[src/design/fpsa_pkg.sv]
// Shared types and constants of the half-float partial-sum accumulator.
`default_nettype none

package fpsa_pkg;

    // binary16 fields
    localparam logic [4:0] EXP_MAX  = 5'h1f;
    localparam logic [4:0] EXP_BIAS = 5'd15;

    // Q.10 fixed point
    localparam int Q_FRAC_BITS = 10;
    localparam logic signed [31:0] Q_POS_INF = 32'sh7fff_ffff;
    localparam logic signed [31:0] Q_NEG_INF = 32'sh8000_0000;

    // decimal fraction and row addressing
    localparam logic [9:0] MILLIS       = 10'd1000;
    localparam int         BLOCK_STRIDE = 64;
    localparam int         BLOCK_COUNT  = 16;

    // row record widths, sized for the largest supported configuration
    localparam int SUM_W     = 38;
    localparam int IDX_MAX_W = 16;

    // depth of the queue between the front and back parts
    localparam int QDEPTH = 4;
    localparam int QPTR_W = 2;

    // one finished row: raw Q.10 sum plus where and how it lands
    typedef struct packed {
        logic signed [SUM_W-1:0] sum;
        logic [IDX_MAX_W-1:0]    idx;
        logic                    first;
        logic                    done;
    } t_row_rec;

    // queue status toward its producer and consumer
    typedef struct packed {
        logic full;
        logic empty;
    } t_q_stat;

endpackage

`default_nettype wire

[src/design/fpsa_queue.sv]
// Short queue of finished row records between the front and back parts.
`default_nettype none

module fpsa_queue (
    input  wire logic                i_clk,
    input  wire logic                i_rst_n,
    input  wire logic                i_push,
    input  wire fpsa_pkg::t_row_rec  i_rec,
    input  wire logic                i_pop,
    output fpsa_pkg::t_row_rec       o_head,
    output fpsa_pkg::t_q_stat        o_stat
);
    import fpsa_pkg::*;

    t_row_rec          r_buf [QDEPTH];
    logic [QPTR_W-1:0] r_wr_ptr;
    logic [QPTR_W-1:0] r_rd_ptr;
    logic [QPTR_W:0]   r_count;

    assign o_head       = r_buf[r_rd_ptr];
    assign o_stat.full  = (r_count == (QPTR_W + 1)'(QDEPTH));
    assign o_stat.empty = (r_count == '0);

    always_ff @(posedge i_clk) begin
        if (i_push) begin
            r_buf[r_wr_ptr] <= i_rec;
        end
    end

    always_ff @(posedge i_clk) begin
        if (!i_rst_n) begin
            r_wr_ptr <= '0;
            r_rd_ptr <= '0;
            r_count  <= '0;
        end else begin
            if (i_push) begin
                r_wr_ptr <= r_wr_ptr + 1'b1;
            end
            if (i_pop) begin
                r_rd_ptr <= r_rd_ptr + 1'b1;
            end
            if (i_push && !i_pop) begin
                r_count <= r_count + 1'b1;
            end else if (i_pop && !i_push) begin
                r_count <= r_count - 1'b1;
            end
        end
    end

endmodule

`default_nettype wire

[config.mk]
export PLATFORM = sky130hd
export DESIGN_NAME = fpsa_queue
export DESIGN_NICKNAME = d
export VERILOG_FILES = /design/src/design/fpsa_pkg.sv /design/src/design/fpsa_queue.sv
export SDC_FILE = /design/constraint.sdc
export NUM_CORES = 1
export LEC_CHECK = 0
export ABC_AREA = 0
export BUFFER_PORTS_ARGS = -buffer_cell sky130_fd_sc_hd__buf_2
export CAP_MARGIN = 15
export CORE_ASPECT_RATIO = 0.6
export CORE_MARGIN = 2
export CORE_UTILIZATION = 64
export CTS_BUF_LIST = sky130_fd_sc_hd__clkbuf_4 sky130_fd_sc_hd__clkbuf_8
export DETAILED_ROUTE_END_ITERATION = 12
export GPL_TIMING_DRIVEN = 0
export PLACE_DENSITY = 0.87
export SYNTH_ARGS = -nofsm -noshare
export SYNTH_HDL_FRONTEND = slang
export SYNTH_SLANG_ARGS = --single-unit
[constraint.sdc]
create_clock -name i_clk -period 5.8 [get_ports i_clk]
set_clock_uncertainty 0.1 [all_clocks]
set_input_delay 0.87 -clock i_clk [delete_from_list [all_inputs] [get_ports i_clk]]
set_output_delay 0.87 -clock i_clk [all_outputs]
set_load 0.03 [all_outputs]
# Yosys cells after proc, flatten, opt, wreduce, memory -nomap -nowiden
# Memories as Yosys holds them, arrays and structs flattened. A register that Yosys moved wholly into a read port is not among the register bits.
# Index checks and enable logic that the tools add are counted.
# Widths: inputs -> output; s select.
totals:
  mem_count: 1
  ram_bits: 224
  wordCells: 21
  register_bits: 7
  input_bits: 60
classes:
  eq_ne: 1
  n_reduce_logical: 6
  muxes: 6
  addsub: 4
mem_list:
  columns: ["memory", "depth", "word_bits", "read_ports", "rd_clocked_by_memory_dff", "wr", "line", "text"]
  rows:
  - ["r_buf", 4, 56, 1, 1, 1, "fpsa_queue.sv:15", "t_row_rec r_buf [QDEPTH];"]
op_table:
  columns: ["op", "n"]
  rows:
  - ["$mux 3", 2]
  - ["$add 2x1->2 const B", 2]
  - ["$mux 2", 2]
  - ["$add 3x1->3 const B", 1]
  - ["$eq 3x3->1 const B", 1]
  - ["$logic_not 3->1", 1]
  - ["$sub 3x1->3 const B", 1]
  - ["$logic_and 1x1->1", 2]
  - ["$logic_not 1->1", 2]
  - ["$mux 1", 2]
  - ["$reduce_bool 2->1", 1]

# Logic depth before layout (Yosys ltp)
# Gate-level depths: netlist of the first run.
depth:
  ltp_word: 4
  ltp_mapped: 7
  mapped_depth_nobuf: 7

# Worst setup path before layout of the first run
# Ideal clock, no wire load.
synth_path:
  path_kind: "input to register"
  start: "in i_push"
  end: "mem r_buf[0][0] (netlist bit) (enable)"
  setup_ps: 419
  n_path_buf: 0
  setup_slack_ps: 3082
  required_time_ps: 5281
  t_arrival_ps: 2198
  cell_stages: 1
  path_cell_list: "and2_1"
synth_via:
  elab_chain_len: 2
synth_lines:
  columns: ["item", "line", "text"]
  rows:
  - ["from (decl)", "fpsa_queue.sv:7", "input wire logic i_push,"]
  - ["$mux 1", "fpsa_queue.sv:25", "if (i_push) begin"]
  - ["$mux 1 (implied by the code)", "fpsa_queue.sv:26", "r_buf[r_wr_ptr] <= i_rec;"]
  - ["to (decl)", "fpsa_queue.sv:15", null]
# No other way between the ends.

==> reports/qor.txt, run 1 <==
Worst setup SP type: flop
core area: 12,930 um2
full die area: 14,350 um2
I/O Buffers: 117
TritonRoute pass-1 iters: 4
area leader, netlist: edfxtp_1
drt initial violations: 213
TritonCTS Sinks: 233
Resized cells post-CTS: 0
total CTS buffers: 34
synth top area cells: edfxtp_1 79%, mux4_2 15%, dfxtp_1 2.1%, buf_12 0.94%, ha_1 0.73%
Hold Path End: r_count[2]$_SDFFE_PN0P_
clk buf depth: 3
post-CTS setup buffer count: 0
RSZ-0062 raised after global routing: false
grt met1 use: 0.2948
Async SR Flop Fraction: 0
count of cell types in the netlist: 22
total number of vias: 3,934
P_int: 2.789 mW
pins over their slew limit: 0
Fin Setup TNS: 0 ns
# rows: 32
Antenna Cells: 0
Post-synth top cells: 224 x edfxtp_1, 56 x mux4_2, 9 x and2_1, 9 x dfxtp_1
Worst path slowest cell: mux4_2
hold_buf cts: 0
Hold Fails Final Rpt: 0
Cell Chain, Critical Path: buf_6, buf_12, mux4_2, buf_2
GRT met2 Usage: 0.3285
Worst-Margin Slew: 0.8556 ns
RR Startpoint: r_wr_ptr[0]$_SDFFE_PN0P_
Clock power frac: 0.339
layout net count: 554
routability cong.: 0.6830
Clk Latency, worst-skew pair: 0.49 ns
clock slew at reported path FFs: 0.06 ns
Yosys top cell area share: 0.7857
critical path endpoint category: output pin
htree depth: 2
Hold Crit Depth: 2
Lkg Pwr: 3.459 nW
top_reg_cell synth: edfxtp_1
die span in y: 93.59 um
largest net degree at the start of global routing: 57
GR Util All Layers: 0.2077
TritonCTS clock tree: yes
Detailed Place HPWL: 8567 um
grt met3 use: 0.05375
share of post-route cells with drive strength above 1: 0.4736
crit-path max cell delay: 0.54 ns
total I/O pin count: 118
Worst Hold Class: reg -> reg
Area growth syn-to-layout: 17.04%
starting density of the core: 0.6620
multi-input combinational cell area: 1521 um2
R2R depth: 3
vias in the first global route: 4,092
Chip Width: 153.3 um
Reg area: 6907 um2
logic gate share of total power: 0.126
Peak VDD IR: 0.2656 mV
antenna violations before repair: 0
filler instances: 685
final WL: 14,280 um
DR vias/cell: 5.777
cell count after synthesis: 335
most frequent cell after synthesis: edfxtp_1
Final Cycle Share: 0.5110
clock root cell: clkbuf_8
Max-Cap Viols: 0
WL per Instance: 20.97 um
sequential share of the synthesized area: 0.8068
most used routing layer: met2
critical path peak fanout: 10
Util after Layout: 0.7748
net load switching power: 866.5 uW
crit path DAT: 1.99 ns
Crit Path Category: reg -> out
Synth Cell Area: 8561 um2
post-layout min period: 2.964 ns
first-pass GRT wire length: 21,910 um
Max Freq: 0.3374 GHz
Synth Register Bits: 233
gr ovfl total: 0
DRC violations left: 0
# setup viols final: 0
Hold Crit Start: r_count[2]$_SDFFE_PN0P_
CP required: 4.83 ns
worst flop-to-flop path endpoint: r_buf[0][36]$_DFFE_PP_
sw frac: 0.2371
post-route ant nets: 0
Slew HR: 0.4296
FF-to-FF setup slack: 3.98 ns
Net Count, Synth: 401
Yosys warnings: 0
outcome: finished clean
Flop pwr share: 0.535
Post-Syn Area per Cell: 25.55 um2
power density over cell area: 364.8 nW/um2
Post-synth EDFFs: 224
## placed cells by master (no fill, tap or decap), drive strengths merged
cell type	n
fa	1
xnor2	2
o21ai	1
nor3b	1
clkinv	7
nand2	1
or3	1
mux4	56
inv	4
edfxtp	224
and2	9
xor2	3
nor2b	2
clkbuf	53
buf	128
mux2i	2
nor3	1
ha	5
a21boi	1
dfxtp	9
## layer usage
metal  wire (um)  vias up
met5           0        -
met4         144        0
met3         967       14
met2        7086      158
met1        6083     2028
li1            -     1734
## metrics by stage
stage          worst slack, ns  power (mW)  hold WS (ns)  area [um2]  std cells
2_1_floorplan            3.082       2.313        0.3724        8561        335
3_3_place_gp             2.029       2.442        0.3833        9359        622
3_5_place_dp             3.244       2.457        0.4300        9369        622
4_1_cts                  2.788       3.689        0.4393       10020        681
5_1_grt                  2.731       3.784        0.4575       10020        681
6_report                 2.836       3.655        0.4433       10020        681
## flip-flops by register name (all words and copies together) (netlist names), named ones only
| register | flops |
|---|---|
| r_buf | 224 |
| r_rd_ptr | 2 |
| r_count | 3 |
| r_wr_ptr | 2 |
## worst max-delay path, delay by kind of cell (launching register included)
| family | cells | cell delay (ns) |
|---|---|---|
| multiplexers | 1 | 0.54 |
| flip-flops | 1 | 0.35 |
| buffers and inverters | 3 | 0.60 |
## cell families after synthesis
kind of cell,count (synthesis),share of synthesized area
flip-flops,233,0.8068
multiplexers,58,0.1497
buffers and inverters,16,0.01666
AND/OR/NAND/NOR,15,0.01067
adder cells (fa/ha/maj),6,0.009646
XOR/XNOR,5,0.005116
AO/OA/AOI/OAI,2,0.001461
## power by group through the flow
stage / Sequential (mW) / Combinational, mW / Clock (mW)
floorplan: 1.99 / 0.327 / 0
global placement: 1.99 / 0.452 / 0
detailed placement: 1.99 / 0.466 / 0
CTS: 1.96 / 0.468 / 1.26
global route: 1.96 / 0.491 / 1.33
finish: 1.96 / 0.461 / 1.24
## layout make-up
class / count / area share
clock inverters: 7 / 0.002872
well taps: 170 / 0.02123
repair buffers: 117 / 0.05844
inverters: 4 / 0.001499
plain buffers: 12 / 0.01274
clock buffers: 52 / 0.06206
flip-flops and latches: 233 / 0.6893
multi-input cells: 86 / 0.1518
## worst max-delay path by stage
stage | end | slack, ns | cells past startpoint
2_1_floorplan | r_buf[0][0]$_DFFE_PP_ | 3.08 | 1
3_3_place_gp | r_buf[1][20]$_DFFE_PP_ | 2.03 | 2
3_5_place_dp | r_count[2]$_SDFFE_PN0P_ | 3.24 | 7
4_1_cts | o_head[2] | 2.79 | 4
5_1_grt | o_head[36] | 2.73 | 4
6_report | o_head[33] | 2.84 | 4
Power figures use the tool's default switching activity.
==> run 2, diff against run 1 <==
--- a/config.mk
+++ b/config.mk
@@ -10,11 +10,11 @@
 export CAP_MARGIN = 15
 export CORE_ASPECT_RATIO = 0.6
 export CORE_MARGIN = 2
-export CORE_UTILIZATION = 64
+export CORE_UTILIZATION = 53
 export CTS_BUF_LIST = sky130_fd_sc_hd__clkbuf_4 sky130_fd_sc_hd__clkbuf_8
 export DETAILED_ROUTE_END_ITERATION = 12
 export GPL_TIMING_DRIVEN = 0
-export PLACE_DENSITY = 0.87
+export PLACE_DENSITY = 0.76
 export SYNTH_ARGS = -nofsm -noshare
 export SYNTH_HDL_FRONTEND = slang
 export SYNTH_SLANG_ARGS = --single-unit
==> constraint.sdc (replaced) <==
create_clock -name i_clk -period 2.5 [get_ports i_clk]
set_clock_uncertainty 0.1 [all_clocks]
set_input_delay 0.375 -clock i_clk [delete_from_list [all_inputs] [get_ports i_clk]]
set_output_delay 0.375 -clock i_clk [all_outputs]
set_load 0.03 [all_outputs]
==> reports/qor.txt, run 2 (synthesized netlist as in run 1, its figures left out) <==
Crit Path Category: reg -> out
antenna violations before repair: 0 (unchanged)
Hold Fails Final Rpt: 0 (unchanged)
Slew HR: 0.4129 (-0.01669)
PnR Total Power: 8.646 mW (+140%)
I/O Buffers: 117 (unchanged)
Cell Chain, Critical Path: buf_12, buf_12, mux4_2, buf_2
# setup viols final: 0 (unchanged)
Hold Crit Start: i_rec[10]
Final Non-Filler Cells: 775 (+14%)
filler instances: 990 (+45%)
Hold Crit Depth: 1 (-1)
Detailed Place HPWL: 8783 um (+2.5%)
routability cong.: 0.7304 (+6.9%)
Hold Path End: r_buf[0][10]$_DFFE_PP_
crit-path max cell delay: 0.53 ns (about the same)
CP required: 2.03 ns (-2.80 ns)
vias in the first global route: 4,453 (+8.8%)
critical path endpoint category: output pin
worst flop-to-flop path endpoint: r_buf[3][8]$_DFFE_PP_
RSZ-0062 raised after global routing: true
post-layout min period: 2.404 ns
GR Util All Layers: 0.1857 (-0.02201)
clk buf depth: 3 (unchanged)
logic gate share of total power: 0.135 (+0.009)
Antenna Cells: 0 (unchanged)
R2R depth: 2 (-1)
TritonCTS Sinks: 233 (unchanged)
Util after Layout: 0.6853 (-0.08946)
post-route ant nets: 0 (unchanged)
RR Startpoint: r_wr_ptr[0]$_SDFFE_PN0P_
Peak VDD IR: 0.6752 mV (+150%)
drt initial violations: 294 (+38%)
Largest Register: r_buf
Flop pwr share: 0.525 (-0.010)
DRC violations left: 0 (unchanged)
Clock power frac: 0.339 (about the same)
starting density of the core: 0.5491 (-0.1128)
TritonRoute pass-1 iters: 4 (unchanged)
critical path peak fanout: 10 (unchanged)
Post-DP Area: 9410 um2 (+0.44%)
die span in y: 102.4 um (+9.5%)
most common cell after layout, fill and taps aside: edfxtp_1
Max-Cap Viols: 0 (unchanged)
share of post-route cells with drive strength above 1: 0.4406 (-0.03302)
first-pass GRT wire length: 23,780 um (+8.5%)
largest net degree at the start of global routing: 57 (unchanged)
number of flip-flops in the largest register: 224 (unchanged)
gr ovfl total: 0 (unchanged)
TritonCTS clock tree: yes
most frequent cells in the layout: 224 x edfxtp_1, 118 x buf_2, 56 x mux4_2, 54 x dlygate4sd3_1, 37 x clkbuf_8
DR vias/cell: 5.372 (-7.0%)
P_int: 6.591 mW (+140%)
# rows: 35 (+9.4%)
Max Freq: 0.4160 GHz
total CTS buffers: 34 (unchanged)
biggest regs: r_buf (224), r_count (3)
WL per Instance: 20.12 um (-4.0%)
FF-to-FF setup slack: 0.68 ns (-3.30 ns)
htree depth: 2 (unchanged)
layout net count: 614 (+11%)
Fin Setup TNS: 0 ns (unchanged)
Worst path slowest cell: mux4_2
pins over their slew limit: 0 (unchanged)
cell area after layout: 10,680 um2 (+6.6%)
net load switching power: 2.055 mW (+140%)
Lkg Pwr: 3.728 nW (+7.8%)
final WL: 15,600 um (+9.2%)
total I/O pin count: 118 (unchanged)
sw frac: 0.2377 (+0.0006538)
Clk Latency, worst-skew pair: 0.47 ns (-0.02 ns)
core area: 15,590 um2 (+21%)
Cells after DPL: 655 (+5.3%)
clock root cell: clkbuf_8
outcome: finished clean
Chip Width: 168.1 um (+9.6%)
Worst setup SP type: flop
Final Cycle Share: 0.9615
Worst-Margin Slew: 0.8806 ns (+0.02504 ns)
full die area: 17,220 um2 (+20%)
crit path DAT: 1.93 ns (-0.06 ns)
Area growth syn-to-layout: 24.80%
power density over cell area: 809.2 nW/um2 (+120%)
total number of vias: 4,163 (+5.8%)
clock slew at reported path FFs: 0.06 ns (about the same)
Worst Hold Class: in -> reg
most used cell, CP: buf_12
run 2: changes by cell type in the layout (fill, tap and decap cells not counted), sizes merged:
cell,change
buf,+5
dlygate4sd3,+54
clkinv,-3
clkbuf,+4
clkinvlp,+1
run 2: what timing repair did:
action / in CTS / in global routing
setup endpoints to repair: 5 / 44
endpoints found under the hold margin: 198 / 6
hold buffers: 52 / 2
resized for setup: 2 / 7
buffers inserted: 0 / 6
run 2: routing by layer:
metal	GRT usage	vias to the layer above	share of wire
li1	-	1847	-
met2	0.3131	124	0.49
met5	0	-	0
met1	0.2462	2169	0.43
met3	0.05461	23	0.066
met4	0.04377	0	0.012
run 2: worst max-delay path by stage:
stage                                   from  cells past startpoint                       to
finish                                  flop                      4               o_head[34]
global route                            flop                      4               o_head[34]
CTS                                     flop                      4               o_head[34]
detailed placement                    i_push                      7  r_count[2]$_SDFFE_PN0P_
global placement                      i_push                      2   r_buf[0][24]$_DFFE_PP_
floorplan           r_wr_ptr[0]$_SDFFE_PN0P_                      3    r_buf[2][0]$_DFFE_PP_
run 2: metrics by stage:
step	hold WS [ns]	setup WS (ns)
floorplan	0.3724	0.1134
global placement	0.3887	-0.8257
detailed placement	0.4258	0.4344
CTS	0.001051	0.0001366
global route	0.001736	-0.004132
finish	0.02303	0.09625
run 2: worst max-delay path: cells and delay by family, from the launching register on:
kind	cells	cell delay, ns
multiplexers	1	0.53
flip-flops	1	0.37
buffers and inverters	3	0.53
run 2: final cells by class:
type | count | area [um2] | share of cell area
sequential | 233 | 6907 | 0.6464
inverter | 4 | 15.01 | 0.001405
clock buffer | 55 | 644.4 | 0.06031
multi-input combinational | 86 | 1521 | 0.1424
tap | 203 | 254.0 | 0.02377
clock inverter | 5 | 23.77 | 0.002225
timing repair buffer | 177 | 1171 | 0.1096
buffer | 12 | 147.6 | 0.01382
run 2: power groups by stage:
stage	Combinational [mW]	Sequential, mW	Clock (mW)
global placement	1.06	4.62	0
floorplan	0.760	4.61	0
CTS	1.16	4.54	3.02
finish	1.17	4.54	2.93
detailed placement	1.09	4.62	0
global route	1.25	4.55	3.21
