### src/design/fpsa_pkg.sv
// Shared types and constants of the half-float partial-sum accumulator.
`default_nettype none

package fpsa_pkg;

    // binary16 fields
    localparam logic [4:0] EXP_MAX  = 5'h1f;
    localparam logic [4:0] EXP_BIAS = 5'd15;

    // Q.10 fixed point
    localparam int Q_FRAC_BITS = 10;
    localparam logic signed [31:0] Q_POS_INF = 32'sh7fff_ffff;
    localparam logic signed [31:0] Q_NEG_INF = 32'sh8000_0000;

    // decimal fraction and row addressing
    localparam logic [9:0] MILLIS       = 10'd1000;
    localparam int         BLOCK_STRIDE = 64;
    localparam int         BLOCK_COUNT  = 16;

    // row record widths, sized for the largest supported configuration
    localparam int SUM_W     = 38;
    localparam int IDX_MAX_W = 16;

    // depth of the queue between the front and back parts
    localparam int QDEPTH = 4;
    localparam int QPTR_W = 2;

    // one finished row: raw Q.10 sum plus where and how it lands
    typedef struct packed {
        logic signed [SUM_W-1:0] sum;
        logic [IDX_MAX_W-1:0]    idx;
        logic                    first;
        logic                    done;
    } t_row_rec;

    // queue status toward its producer and consumer
    typedef struct packed {
        logic full;
        logic empty;
    } t_q_stat;

endpackage

`default_nettype wire

### src/design/fpsa_if.sv
// Valid/ready channel interfaces for the input elements and the result rows.
`default_nettype none

interface fpsa_in_if;
    logic        valid;
    logic        ready;
    logic [15:0] partial_sum_half;
    logic [3:0]  row_block;
    logic        first_column_chunk;

    modport source (output valid, output partial_sum_half, output row_block,
                    output first_column_chunk, input ready);
    modport sink   (input valid, input partial_sum_half, input row_block,
                    input first_column_chunk, output ready);
endinterface


`default_nettype wire

### src/design/fpsa_front.sv
// Front part: convert binary16 elements to Q.10, sum each row, queue finished rows.
`default_nettype none

module fpsa_front #(
    parameter int ELEMENTS_PER_ROW = 16,
    parameter int ROWS_PER_BLOCK   = 64,
    parameter int RESULT_DEPTH     = 1024
) (
    input  wire logic               i_clk,
    input  wire logic               i_rst_n,
    fpsa_in_if.sink                 i_in,
    input  wire fpsa_pkg::t_q_stat  i_q_stat,
    output logic                    o_push,
    output fpsa_pkg::t_row_rec      o_rec
);
    import fpsa_pkg::*;

    localparam int CNT_W = (ELEMENTS_PER_ROW > 1) ? $clog2(ELEMENTS_PER_ROW) : 1;
    localparam int RIB_W = (ROWS_PER_BLOCK > 1) ? $clog2(ROWS_PER_BLOCK) : 1;
    localparam int ACC_W = 32 + $clog2(ELEMENTS_PER_ROW);
    localparam int IDX_W = $clog2(RESULT_DEPTH);

    function automatic logic signed [31:0] half_to_q10(input logic [15:0] h);
        logic [4:0]         ex;
        logic [9:0]         man;
        logic [26:0]        mag;
        logic signed [31:0] res;
        ex  = h[14:10];
        man = h[9:0];
        mag = '0;
        res = '0;
        if (ex == EXP_MAX) begin
            res = (man != 10'd0) ? 32'sd0 : (h[15] ? Q_NEG_INF : Q_POS_INF);
        end else if (ex != 5'd0) begin
            if (ex >= EXP_BIAS) begin
                mag = 27'({1'b1, man}) << (ex - EXP_BIAS);
            end else begin
                mag = 27'({1'b1, man}) >> (EXP_BIAS - ex);
            end
            res = h[15] ? -$signed({5'd0, mag}) : $signed({5'd0, mag});
        end
        return res;
    endfunction

    // block base row, reduced to the store depth at elaboration
    logic [IDX_W-1:0] base_tab [BLOCK_COUNT];
    for (genvar b = 0; b < BLOCK_COUNT; b++) begin : g_base
        assign base_tab[b] = IDX_W'((b * BLOCK_STRIDE) % RESULT_DEPTH);
    end

    logic                    r_s1_valid;
    logic signed [31:0]      r_s1_q;
    logic [3:0]              r_s1_blk;
    logic                    r_s1_first;
    logic [CNT_W-1:0]        r_cnt;
    logic [RIB_W-1:0]        r_row;
    logic signed [ACC_W-1:0] r_sum;

    logic                    s1_last;
    logic                    s1_take;
    logic                    row_last;
    logic signed [ACC_W-1:0] n_sum;
    logic [IDX_W:0]          idx_raw;
    logic [IDX_W-1:0]        idx;

    assign s1_last  = (r_cnt == CNT_W'(ELEMENTS_PER_ROW - 1));
    assign s1_take  = r_s1_valid && (!s1_last || !i_q_stat.full);
    assign row_last = (r_row == RIB_W'(ROWS_PER_BLOCK - 1));
    assign n_sum    = r_sum + ACC_W'(r_s1_q);

    assign idx_raw = {1'b0, base_tab[r_s1_blk]} + (IDX_W + 1)'(r_row);
    assign idx     = (idx_raw >= (IDX_W + 1)'(RESULT_DEPTH))
                   ? IDX_W'(idx_raw - (IDX_W + 1)'(RESULT_DEPTH))
                   : IDX_W'(idx_raw);

    assign i_in.ready = !r_s1_valid || s1_take;

    assign o_push      = s1_take && s1_last;
    assign o_rec.sum   = SUM_W'(n_sum);
    assign o_rec.idx   = IDX_MAX_W'(idx);
    assign o_rec.first = r_s1_first;
    assign o_rec.done  = row_last;

    // conversion stage
    always_ff @(posedge i_clk) begin
        if (!i_rst_n) begin
            r_s1_valid <= 1'b0;
        end else if (i_in.valid && i_in.ready) begin
            r_s1_valid <= 1'b1;
        end else if (s1_take) begin
            r_s1_valid <= 1'b0;
        end
    end

    always_ff @(posedge i_clk) begin
        if (i_in.valid && i_in.ready) begin
            r_s1_q     <= half_to_q10(i_in.partial_sum_half);
            r_s1_blk   <= i_in.row_block;
            r_s1_first <= i_in.first_column_chunk;
        end
    end

    // row accumulation
    always_ff @(posedge i_clk) begin
        if (!i_rst_n) begin
            r_cnt <= '0;
            r_row <= '0;
            r_sum <= '0;
        end else if (s1_take) begin
            if (s1_last) begin
                r_cnt <= '0;
                r_sum <= '0;
                r_row <= row_last ? '0 : r_row + 1'b1;
            end else begin
                r_cnt <= r_cnt + 1'b1;
                r_sum <= n_sum;
            end
        end
    end

endmodule

`default_nettype wire

### src/flat_wrapper.sv
// flat-port wrapper written by rule: the top's interface ports become plain ports
module fpsa_front_flat import fpsa_pkg::*;
#(
    parameter int ELEMENTS_PER_ROW = 16,
    parameter int ROWS_PER_BLOCK   = 64,
    parameter int RESULT_DEPTH     = 1024
)
  (i_clk, i_rst_n, i_q_stat, o_push, o_rec, i_in_valid, i_in_partial_sum_half, i_in_row_block, i_in_first_column_chunk, i_in_ready);
  fpsa_in_if i_in_i ();
  input  wire logic i_clk;
  input  wire logic i_rst_n;
  input  wire fpsa_pkg::t_q_stat i_q_stat;
  output logic o_push;
  output fpsa_pkg::t_row_rec o_rec;
  input wire logic [$bits(i_in_i.valid)-1:0] i_in_valid;
  input wire logic [$bits(i_in_i.partial_sum_half)-1:0] i_in_partial_sum_half;
  input wire logic [$bits(i_in_i.row_block)-1:0] i_in_row_block;
  input wire logic [$bits(i_in_i.first_column_chunk)-1:0] i_in_first_column_chunk;
  output wire logic [$bits(i_in_i.ready)-1:0] i_in_ready;
  assign i_in_i.valid = i_in_valid;
  assign i_in_i.partial_sum_half = i_in_partial_sum_half;
  assign i_in_i.row_block = i_in_row_block;
  assign i_in_i.first_column_chunk = i_in_first_column_chunk;
  assign i_in_ready = i_in_i.ready;
  fpsa_front #(.ELEMENTS_PER_ROW(ELEMENTS_PER_ROW), .ROWS_PER_BLOCK(ROWS_PER_BLOCK), .RESULT_DEPTH(RESULT_DEPTH)) u_core (.i_clk(i_clk), .i_rst_n(i_rst_n), .i_in(i_in_i), .i_q_stat(i_q_stat), .o_push(o_push), .o_rec(o_rec));
endmodule
### config.mk
export PLATFORM = sky130hd
export DESIGN_NAME = fpsa_front_flat
export DESIGN_NICKNAME = d
export VERILOG_FILES = /design/src/design/fpsa_pkg.sv /design/src/design/fpsa_if.sv /design/src/design/fpsa_front.sv /design/src/flat_wrapper.sv
export SDC_FILE = /design/constraint.sdc
export NUM_CORES = 1
export LEC_CHECK = 0
export ABC_CLOCK_PERIOD_IN_PS = 3700
export BUFFER_PORTS_ARGS = -buffer_cell sky130_fd_sc_hd__buf_2
export CELL_PAD_IN_SITES_DETAIL_PLACEMENT = 0
export CELL_PAD_IN_SITES_GLOBAL_PLACEMENT = 1
export CORE_MARGIN = 5
export CORE_UTILIZATION = 33
export CTS_BUF_LIST = sky130_fd_sc_hd__clkbuf_16
export DETAILED_ROUTE_END_ITERATION = 6
export PLACE_DENSITY_LB_ADDON = 0.05
export SYNTH_ARGS = -nofsm -noshare
export SYNTH_HDL_FRONTEND = slang
export SYNTH_SLANG_ARGS = --single-unit
### constraint.sdc
create_clock -name i_clk -period 3.7 [get_ports i_clk]
set_input_delay 0.37 -clock i_clk [delete_from_list [all_inputs] [get_ports i_clk]]
set_output_delay 0.37 -clock i_clk [all_outputs]
set_load 0.1 [all_outputs]
-- Word level (Yosys, flattened, before mapping)
Memory sizes are Yosys's and may differ from the RTL's.
Cells that the tools add are included.
- flip-flop bits (word level): 84
- bits in read-only memories: 160
- input port bits: 26
- output and inout bits: 58
- logic and storage cells: 54
- memories: 1
- add/sub/neg operators: 8
- magnitude comparators: 3
- equal/unequal tests: 3
- shift operators: 2
- mux-type cells: 17
- bitwise operators: 1
- reductions and logical operators: 12
- memories (memory ; words ; bits a word ; read ports ; clocked after memory_dff ; wr ports ; RTL line ; source):
    (no name shown) ; 16 ; 10 ; 1 ; 0 ; 0 ; fpsa_front.sv:71 ; assign idx_raw = {1'b0, base_tab[r_s1_blk]} + (IDX_W + 1)'(r_row);
- operators with widths (kind ; count):
    $mux W32 ; 5
    $mux W27 ; 4
    $add A36 B32 Y36 ; 1
    $mux W36 ; 1
    $neg A27 Y32 ; 1
    $mux W10 ; 3
    $shl A11 B5 Y27 ; 1
    $shr A11 B5 Y27 ; 1
    $add A10 B6 Y11 ; 1
    $ge A11 B11 Y1 const B ; 1
    $reduce_bool A10 Y1 ; 1
    $sub A10 B1 Y10 const B ; 1
    $add A6 B1 Y6 const B ; 1
    $eq A6 B6 Y1 const B ; 1
    $mux W6 ; 1
    $eq A5 B5 Y1 const B ; 1
    $ge A5 B4 Y1 const B ; 1
    $ge A5 B5 Y1 const B ; 1
    $not A4 Y5 ; 1
    $reduce_bool A5 Y1 ; 1
    $sub A4 B5 Y5 const A ; 1
    $sub A5 B4 Y5 const B ; 1
    $add A4 B1 Y4 const B ; 1
    $eq A4 B4 Y1 const B ; 1
    7 further kinds ; 13

-- Longest topological paths before layout
- depth in word-level cells: 11
- gate-level depth with buffers: 18
- gate-level depth less buffers: 17

-- Worst setup path after synthesis
OpenSTA, ideal clock, no wires.
- path type: register to output
- start point: register u_core.r_s1_q[4]
- end point: output o_rec[54] in the netlist's numbering
- arrival time: 4.620 ns
- data required time: 3.330 ns
- path slack: -1.290 ns
- stages on the path, launching flop included: 14
- path buffers: 1
- path through: edfxtp_1 -> ha_1 -> a21o_1 -> a31oi_1 -> a21boi_0 -> a221oi_1 -> or4b_2 -> nand3_1 -> o21ai_0 -> nand3_1 -> a211o_1 -> nand3_1 -> xor2_1 -> buf_4
- RTL lines (element ; RTL line ; source):
    start, declared ; fpsa_front.sv:52 ; logic signed [31:0] r_s1_q;
    start signal, assigned ; fpsa_front.sv:97 ; r_s1_q <= half_to_q10(i_in.partial_sum_half);
    end, declared ; flat_wrapper.sv:14 ; output fpsa_pkg::t_row_rec o_rec;

==> results.txt <==
The buffers plus inverters on the worst setup path came out at 1. By area, the combinational part of the netlist is dominated by compound AO/OA/AOI/OAI gates. The post-placement cell count came out at approximately 1,300. The highest cell delay on the worst timing path is 0.44 ns. In this run, the combinational gates consume a little over three fifths of the power. The number of different library cells in the post-synthesis netlist came out at 85. The average vias per placed instance came out at roughly 5.4. The detailed-routing iteration count for the pre-antenna-repair pass came out at 5.

The mean post-synth cell area is 8.59 um2. The number of global-route vias before repair is 7,455. The antenna cell count is 0. The actual transition at the worst max-transition pin is 0.889 ns.

The die span in x came out at 159 um. In this run the tool buffered the top-level ports with 76 buffer cells. The sequential cell fraction of total power came out at 20.9%. The clock period minus final worst setup slack came out at approximately 4.1 ns.

The final reports fail on setup timing. The critical path required time came out at 3.33 ns. The clock buffer count from CTS is 9. The worst setup path is launched from a flop. The flow ran to the end, but the final reports show violations. The number of primary I/O pins came out at 84. The die covers 25,400 um2. For the worst setup path, the data arrival time is 3.69 ns. The peak ir drop on the vdd network came out at around 250 uV. The area growth from synthesis to final layout is 40.7%. The final-report hold violation count came to 0. Wires add up to approximately 25 mm.

The remaining global-route overflow came out at 0. The clock net in this run drives a total of between 80 and 90 sinks. The switching power total is about 2.7 mW. In this run the worst hold path is classified as in2reg.

The post-synthesis cell count is 858. Measured against the total synthesized area, the mux share comes to 8.22%. The fill cell instance count of the final layout is ~2,100. The floorplan step defined a core boundary enclosing 21,900 um2.

The clock latency reported for the late side of the worst-skew pair came out at 0.35 ns. Summing the areas of all fa, ha and maj instances in the mapped netlist gives between 7 and 8% of the synthesized area. The proportion of register bits with asynchronous set or reset after synthesis came out at 0%.

Summing the areas of all and, or, nand and nor instances in the mapped netlist gives 20.0% of the synthesized area. The row count came out at 54. The vertical die dimension came out at 159 um. The leakage power of the design came out at 4.52 nW.

The synthesized netlist devotes under 10% of its cell area to XOR and XNOR gates. In this run the worst path has a maximum fanout of 3. The start-to-end type of the worst setup path is reg2out. Tracing the worst setup path back leads to its startpoint at u_core.r_s1_q[0].

The remaining routing DRC violations came out at 0. In the synthesized netlist the dominant register cell turns out to be sky130_fd_sc_hd__dfxtp_1. In the final layout, the multi-input gates occupy 5550 um2. The routability congestion estimate from global placement is 0.917. Setup repair after global routing could not meet its margin everywhere. The layout cell share with drive strength beyond 1 is 35.4%. Leaving out fill and tap cells, the most frequent cell in the layout is sky130_fd_sc_hd__buf_4. The highest achievable clock rate is 0.246 GHz.

The total number of vias is 7,354. The post-route worst hold slack is 0.192 ns. The number of flops mapped to enable cells by yosys is 37. The normalized max-slew margin came out at 40.8%. In this run switching power makes up 49.3% of total power. The share of synthesized area occupied by flip-flops and latches is 27.9%. The global-route wire length before repair is between 40 and 50 mm.

The clock power share came out at 16.1%. The clock-pin transition on the worst setup and hold timing paths is 0.07 ns. The worst setup path is captured at an output port. The clock passes through at most 2 buffers. The number of antenna violations at the first check in global routing is 0. The root buffer selected by CTS is sky130_fd_sc_hd__clkbuf_16. The mapped cell area came out at 7370 um2.

The largest net degree at the start of global routing came out at 38. The max capacitance violation total came out at 0. The cell area power density came out at 527 nW/um2. The clock tree synthesis step divided the H-tree into 3 levels. The overall track demand over capacity in global routing is 19.2%. The number of DRC violations after detailed-routing iteration 0 is 447. The cell internal power dissipation is 2.77 mW. The Yosys step of the flow raised 0 warnings. After detailed routing, the average wire length per cell comes to 18.2 um. The library cells used most frequently in the layout, excluding fill and tap cells, are 164 x sky130_fd_sc_hd__buf_4, 74 x sky130_fd_sc_hd__nor2_1, 55 x sky130_fd_sc_hd__nand2_1, 53 x sky130_fd_sc_hd__buf_2, 50 x sky130_fd_sc_hd__a21oi_1.

The compound-gate portion of the synthesized area is 26.9%. The estimated wirelength of the detail-placed design came out at 19.0 mm. The total count of max-transition violations in the final report came out at 0.

The beginning of the worst hold path is i_in_row_block[3]. The register area is between 2000 and 2500 um2. The startpoint identified for the worst register-to-register timing path is u_core.r_s1_q[1]. The ratio of final minimum period to clock period came out at 110%. The final core area utilization is 47.4%.

The library cell contributing the largest single delay on the critical path is sky130_fd_sc_hd__or4_4. TritonCTS built the clock tree. The critical path goes through ha_2, fa_2, a21o_1, a221o_1, a22oi_2, o221ai_2, nor2b_4, o41ai_4, o21ai_2, or4_4, a31oi_4, xnor2_4, buf_12. The initial core utilization came out at ~34%.

The number of nets in the layout is around 1,100. After layout, the worst setup slack is -0.364 ns. The filler-free cell count of the finished design came out at 1,352.

The kind of cell adding the most delay to the critical path is compound AO/OA/AOI/OAI gates. The residual antenna-violating net count after detailed routing is 0. The worst clock skew is 0.0123 ns. The final setup violation count is 16. The flip-flop and latch count after synthesis came out at between 80 and 90.
-- metrics by stage --
stage          setup slack, ns  area (um2)  power [mW]  setup TNS, ns
5_1_grt                 -0.534       10400        5.73          -5.94
3_5_place_dp            -0.182        9490        4.37          -1.93
4_1_cts                 -0.446       10200        5.43          -3.66
2_1_floorplan           -0.226        7660        3.42         -0.375
3_3_place_gp            -0.173        9490        4.35          -1.39
6_report                -0.364       10400        5.47          -3.01
-- routing by layer --
metal	track usage [%]	up-vias	share of wire, %
met5	0	-	0
met4	4.54	0	1.4
met3	2.87	25	3.9
met2	31.6	144	47
met1	26.5	3536	48
li1	-	3649	-
-- path summary, 6_finish.rpt --
path	to	slack (ns)	cells past startpoint
max reg2reg	u_core.r_sum[31]	0.14	19
min	u_core.r_s1_blk[3]	0.19	1
min reg2reg	u_core.r_cnt[1]	0.49	2
max	o_rec[52]	-0.36	13
-- area by class of cell --
cell class | count | share of cell area (%)
Sequential cell | 84 | 19.8
Multi-Input combinational cell | 700 | 53.5
Clock inverter | 7 | 0.495
Inverter | 22 | 0.797
Tap cell | 280 | 3.38
Timing Repair Buffer | 250 | 19.8
Clock buffer | 9 | 2.17
-- state kept, by name, indices dropped and copies added, names as in the netlist --
register,count
u_core.r_s1_first,1
u_core.r_s1_blk,4
u_core.r_s1_valid,1
u_core.r_sum,36
u_core.r_s1_q,32
u_core.r_cnt,4
u_core.r_row,6
-- cells in the mapped netlist, types with 23 or more instances --
master | n | area share [%]
sky130_fd_sc_hd__a21o_1 | 24 | 2.4
sky130_fd_sc_hd__nor2_1 | 82 | 4.2
sky130_fd_sc_hd__o21ai_0 | 42 | 2.9
sky130_fd_sc_hd__nand2_1 | 55 | 2.8
sky130_fd_sc_hd__ha_1 | 44 | 7.5
sky130_fd_sc_hd__a21oi_1 | 59 | 4.0
sky130_fd_sc_hd__nand3_1 | 34 | 2.3
sky130_fd_sc_hd__edfxtp_1 | 37 | 15
sky130_fd_sc_hd__nor3_1 | 25 | 1.7
sky130_fd_sc_hd__dfxtp_1 | 47 | 13
sky130_fd_sc_hd__a22o_1 | 23 | 2.7
sky130_fd_sc_hd__nor2b_1 | 26 | 2.2
sky130_fd_sc_hd__clkbuf_1 | 33 | 1.7
-- cells by family after synthesis --
kind of cell	Yosys count
and+or+nand+nor	290
AOI/OAI and AO/OA	283
DFF	84
buffers and inverters	79
adders and majority gates	45
muxes	41
xor gates and xnor gates	35
other	1
-- power by group through the flow --
stage	logic, mW	registers, mW	clock network (mW)
2_1_floorplan	2.26	1.16	0
3_3_place_gp	3.20	1.16	0
3_5_place_dp	3.21	1.16	0
4_1_cts	3.37	1.14	0.922
5_1_grt	3.63	1.15	0.948
6_report	3.44	1.14	0.882
-- repair_timing --
action	CTS	global route
cloned	0	0
hold buffers	0	0
buffers inserted	28	16
pin swaps	38	33
endpoints found under the setup margin	17	32
gates resized for setup	57	28
No activity file was read; power rests on OpenSTA's default activity.
